`config.mk`:
```
export PLATFORM = sky130hd
export DESIGN_NAME = los_ctrl
export DESIGN_NICKNAME = d
export VERILOG_FILES = /design/src/los_pkg.sv /design/src/los_ctrl.sv
export SDC_FILE = /design/constraint.sdc
export NUM_CORES = 1
export LEC_CHECK = 0
export ABC_CLOCK_PERIOD_IN_PS = 2200
export BUFFER_PORTS_ARGS = -buffer_cell sky130_fd_sc_hd__buf_2
export CORE_AREA = 2 2 39 41
export DETAILED_ROUTE_END_ITERATION = 10
export DIE_AREA = 0 0 41 43
export MAX_ROUTING_LAYER = met4
export PLACE_DENSITY_LB_ADDON = 0.12
export SETUP_SLACK_MARGIN = 0.4
export SYNTH_ARGS = -nofsm -noshare
export SYNTH_HDL_FRONTEND = slang
export SYNTH_SLANG_ARGS = --single-unit
export TNS_END_PERCENT = 10
```
`constraint.sdc`:
```
create_clock -name clk -period 2.2 [get_ports clk]
set_input_delay 0.44 -clock clk [delete_from_list [all_inputs] [get_ports clk]]
set_output_delay 0.44 -clock clk [all_outputs]
set_load 0.005 [all_outputs]
```
`src/los_pkg.sv`:
```
// ----------------------------------------------------------------------------
// los_pkg: shared types for the last occurrence search block
// Request and result payloads, controller states and the command and
// status groups between controller and datapath.
// ----------------------------------------------------------------------------
`default_nettype none

package los_pkg;

  // request operation codes
  localparam logic OP_WRITE = 1'b0;
  localparam logic OP_QUERY = 1'b1;

  // fixed field widths
  localparam int unsigned INDEX_W = 10;
  localparam int unsigned VALUE_W = 32;
  localparam int unsigned COUNT_W = 11;

  typedef struct packed {
    logic                       operation;
    logic [INDEX_W-1:0]         index;
    logic signed [VALUE_W-1:0]  value;
  } req_t;

  typedef struct packed {
    logic               found;
    logic [INDEX_W-1:0] position;
  } rsp_t;

  typedef enum logic [1:0] {
    ST_IDLE,
    ST_PROBE,
    ST_COMPARE
  } state_t;

  // controller to datapath
  typedef struct packed {
    logic load;    // latch key and open the search range
    logic write;   // store request value in the table
    logic read;    // latch midpoint and read the table there
    logic update;  // compare read entry with key and narrow the range
    logic finish;  // present the result for one cycle
  } cmd_t;

  // datapath to controller
  typedef struct packed {
    logic range_open;  // lo < end
  } status_t;

endpackage

`default_nettype wire

```
`src/los_ctrl.sv`:
```
// ----------------------------------------------------------------------------
// los_ctrl: search sequencer
// Accepts requests, steps the datapath through read and compare cycles
// of each probe and ends the search when the range is empty.
// ----------------------------------------------------------------------------
`default_nettype none

module los_ctrl (
  input  wire logic             clk,
  input  wire logic             rst,
  input  wire logic             start,
  input  wire logic             operation,
  input  wire los_pkg::status_t status,
  output los_pkg::cmd_t         cmd,
  output logic                  busy
);

  los_pkg::state_t state;
  los_pkg::state_t state_next;

  // state register
  always_ff @(posedge clk) begin
    if (rst) begin
      state <= los_pkg::ST_IDLE;
    end else begin
      state <= state_next;
    end
  end

  // next state and commands
  always_comb begin
    state_next = state;
    cmd        = '0;
    busy       = 1'b1;
    unique case (state)
      los_pkg::ST_IDLE: begin
        busy = 1'b0;
        if (start) begin
          if (operation == los_pkg::OP_QUERY) begin
            cmd.load   = 1'b1;
            state_next = los_pkg::ST_PROBE;
          end else begin
            cmd.write = 1'b1;
          end
        end
      end
      los_pkg::ST_PROBE: begin
        if (status.range_open) begin
          cmd.read   = 1'b1;
          state_next = los_pkg::ST_COMPARE;
        end else begin
          cmd.finish = 1'b1;
          state_next = los_pkg::ST_IDLE;
        end
      end
      los_pkg::ST_COMPARE: begin
        cmd.update = 1'b1;
        state_next = los_pkg::ST_PROBE;
      end
      default: begin
        state_next = los_pkg::ST_IDLE;
      end
    endcase
  end

endmodule

`default_nettype wire

```
==> impl_metrics.toml <==
[yosys]
yosysSeqAreaShare_pct = 34.4
syn_nets = 16
syn_avg_cell_area_um2 = 10.6
syn_inst = 11
synthesis.area_um2 = 116
synthDistinctLibCells = 10
synth_warnings = 0
synth-seq-cells = 2

[setup_path]
worstSetupStartpointType = "flop"
critPathMaxStageDelay_ps = 330
critPathArrivalTime_ps = 1100
worstPathMaxFanout = 6
endpoint_kind = "output port"
crit_type = "flop to output port"
crit_chain = "or2_4, nor3b_2, buf_2"
required_ps = 1760
crit_slowest_cell = "dfxtp_1"

[floorplan]
die_y_um = 43
die_w_um = 41
pin_count = 11
start_util_pct = 8.41
rows = 14
core_region_area_um2 = 1380
dieArea_um2 = 1760

[sta]
fin_crit_ps = 1540
fin_setup_tns_ps = 0
hold_viol = 0
max_freq_mhz = 651
maxSlewViolCount = 0
rsz0062_at_grt = "no"
worst_pin_slew_ps = 170
whs_ps = 401
setup_viol = 0
relSlewSlack_pct = 88.6
period_share_pct = 69.8
finalClockSkew_ps = 0.837

[final_layout]
fin_cells = 40
layout-drive-gt1-share_pct = 75.0
regMostFlops = "state"
largest_reg_flops = 2
syn2layout_area_growth_pct = 79.6
fillers = 159
multi_input_area_um2 = 76.3
diodes = 0
final_common_cell = "buf_2"
fin_util_pct = 15.1
reg_top3 = "state x2"
final_cell_mix = "buf_2, clkbuf_4, dfxtp_1"
seqCellArea_um2 = 40.0
nets = 31

[place]
placed_cells = 37
portBuffers = 10
gp_congestion = 0.547

[cts]
cts_tree = "yes"
clockRootBuffer = "clkbuf_4"
ctsResizeCount = 0
clockBufferDepth = 2
postCtsSetupBuffers = 0
cts_hold_buf = 0
cts.sinks = 2
clock_latency_ps = 220
htreeDepth = 1
cts_made_buffers = 3
clk_pin_slew_ps = 30

[drt]
ant_nets = 0
wl_um = 321
dr_total_vias = 140
routedWlPerCell_um = 8.03
viasPerCell = 3.50
first_iter_violations = 2
drc = 0
dr.pass1.iters = 3

[global_route]
grt_max_degree = 7
grt.total_usage_pct = 4.72
first_global_vias = 138
antenna_found_initial = 0
grt_remaining_overflow = 0
grt_pass1_wl_um = 503

[power]
p_per_area_nw_per_um2 = 644
max-vdd-ir-drop_uv = 222
p_leak_uw = 0.000107

[run_status]
status = "completed"

[worst_hold_path]
min_path_type = "input pin to flop"

[job]
maxCapViolations = 0
## synthesized netlist by cell type
master,n,area share (%)
a21oi_1,1,4.3
dfxtp_1,2,34
nor3b_1,1,6.5
or2_4,1,7.5
and3b_2,1,8.6
nor3_1,1,4.3
nor3b_2,1,11
and2b_2,1,7.5
nor2b_1,1,5.4
and4bb_2,1,11
## stage by stage
step                setup WS (ps)  cell area, um^2  total power, uW
floorplan                    1000              116             47.5
global placement              879              186             56.9
detailed placement            861              186             57.8
CTS                           645              209              141
global route                  616              209              144
finish                        665              209              135
## where the power goes
group	leakage (uW)	internal [uW]	switching [uW]
sequential	0.0000163	37.8	1.52
clock	0.0000138	59.9	17.8
combinational	0.0000769	10.9	6.66
## logic make-up (layout without fill, tap and decap cells)
kind of cell / Yosys count / count (layout) / share of synthesized area, %
compound gates: 1 / 1 / 4.30
flops: 2 / 2 / 34.4
buf+inv: 0 / 13 / 0
simple gates: 8 / 8 / 61.3
## critical path: cells and delay by family (launching register included)
family        cells  cell delay [ps]
buf+inv           1              130
flops             1              330
simple gates      2              420
## routing by layer
metal | part of all wire (%) | wire length (um) | GRT usage (%)
met3 | 15 | 47 | 1.57
met1 | 48 | 155 | 4.78
met4 | 0 | 0 | 6.00
met5 | 0 | 0 | -
met2 | 36 | 117 | 5.94
## path summary, 6_finish.rpt
path | startpoint | endpoint | slack, ps | cells past startpoint
setup / recovery | state[0]$_SDFFE_PP0P_ | cmd[3] | 660 | 3
hold / removal | rst | state[1]$_SDFFE_PP0P_ | 400 | 2
setup reg to reg | state[1]$_SDFFE_PP0P_ | state[1]$_SDFFE_PP0P_ | 1350 | 2
hold reg to reg | state[0]$_SDFFE_PP0P_ | state[0]$_SDFFE_PP0P_ | 510 | 1
## layout make-up
class | count | share of cell area [%]
Multi-Input combinational cell | 9 | 36.5
Timing Repair Buffer | 10 | 24.0
Sequential cell | 2 | 19.2
Clock buffer | 3 | 10.8
Tap cell | 16 | 9.58
(Power assumes the default switching activity.)
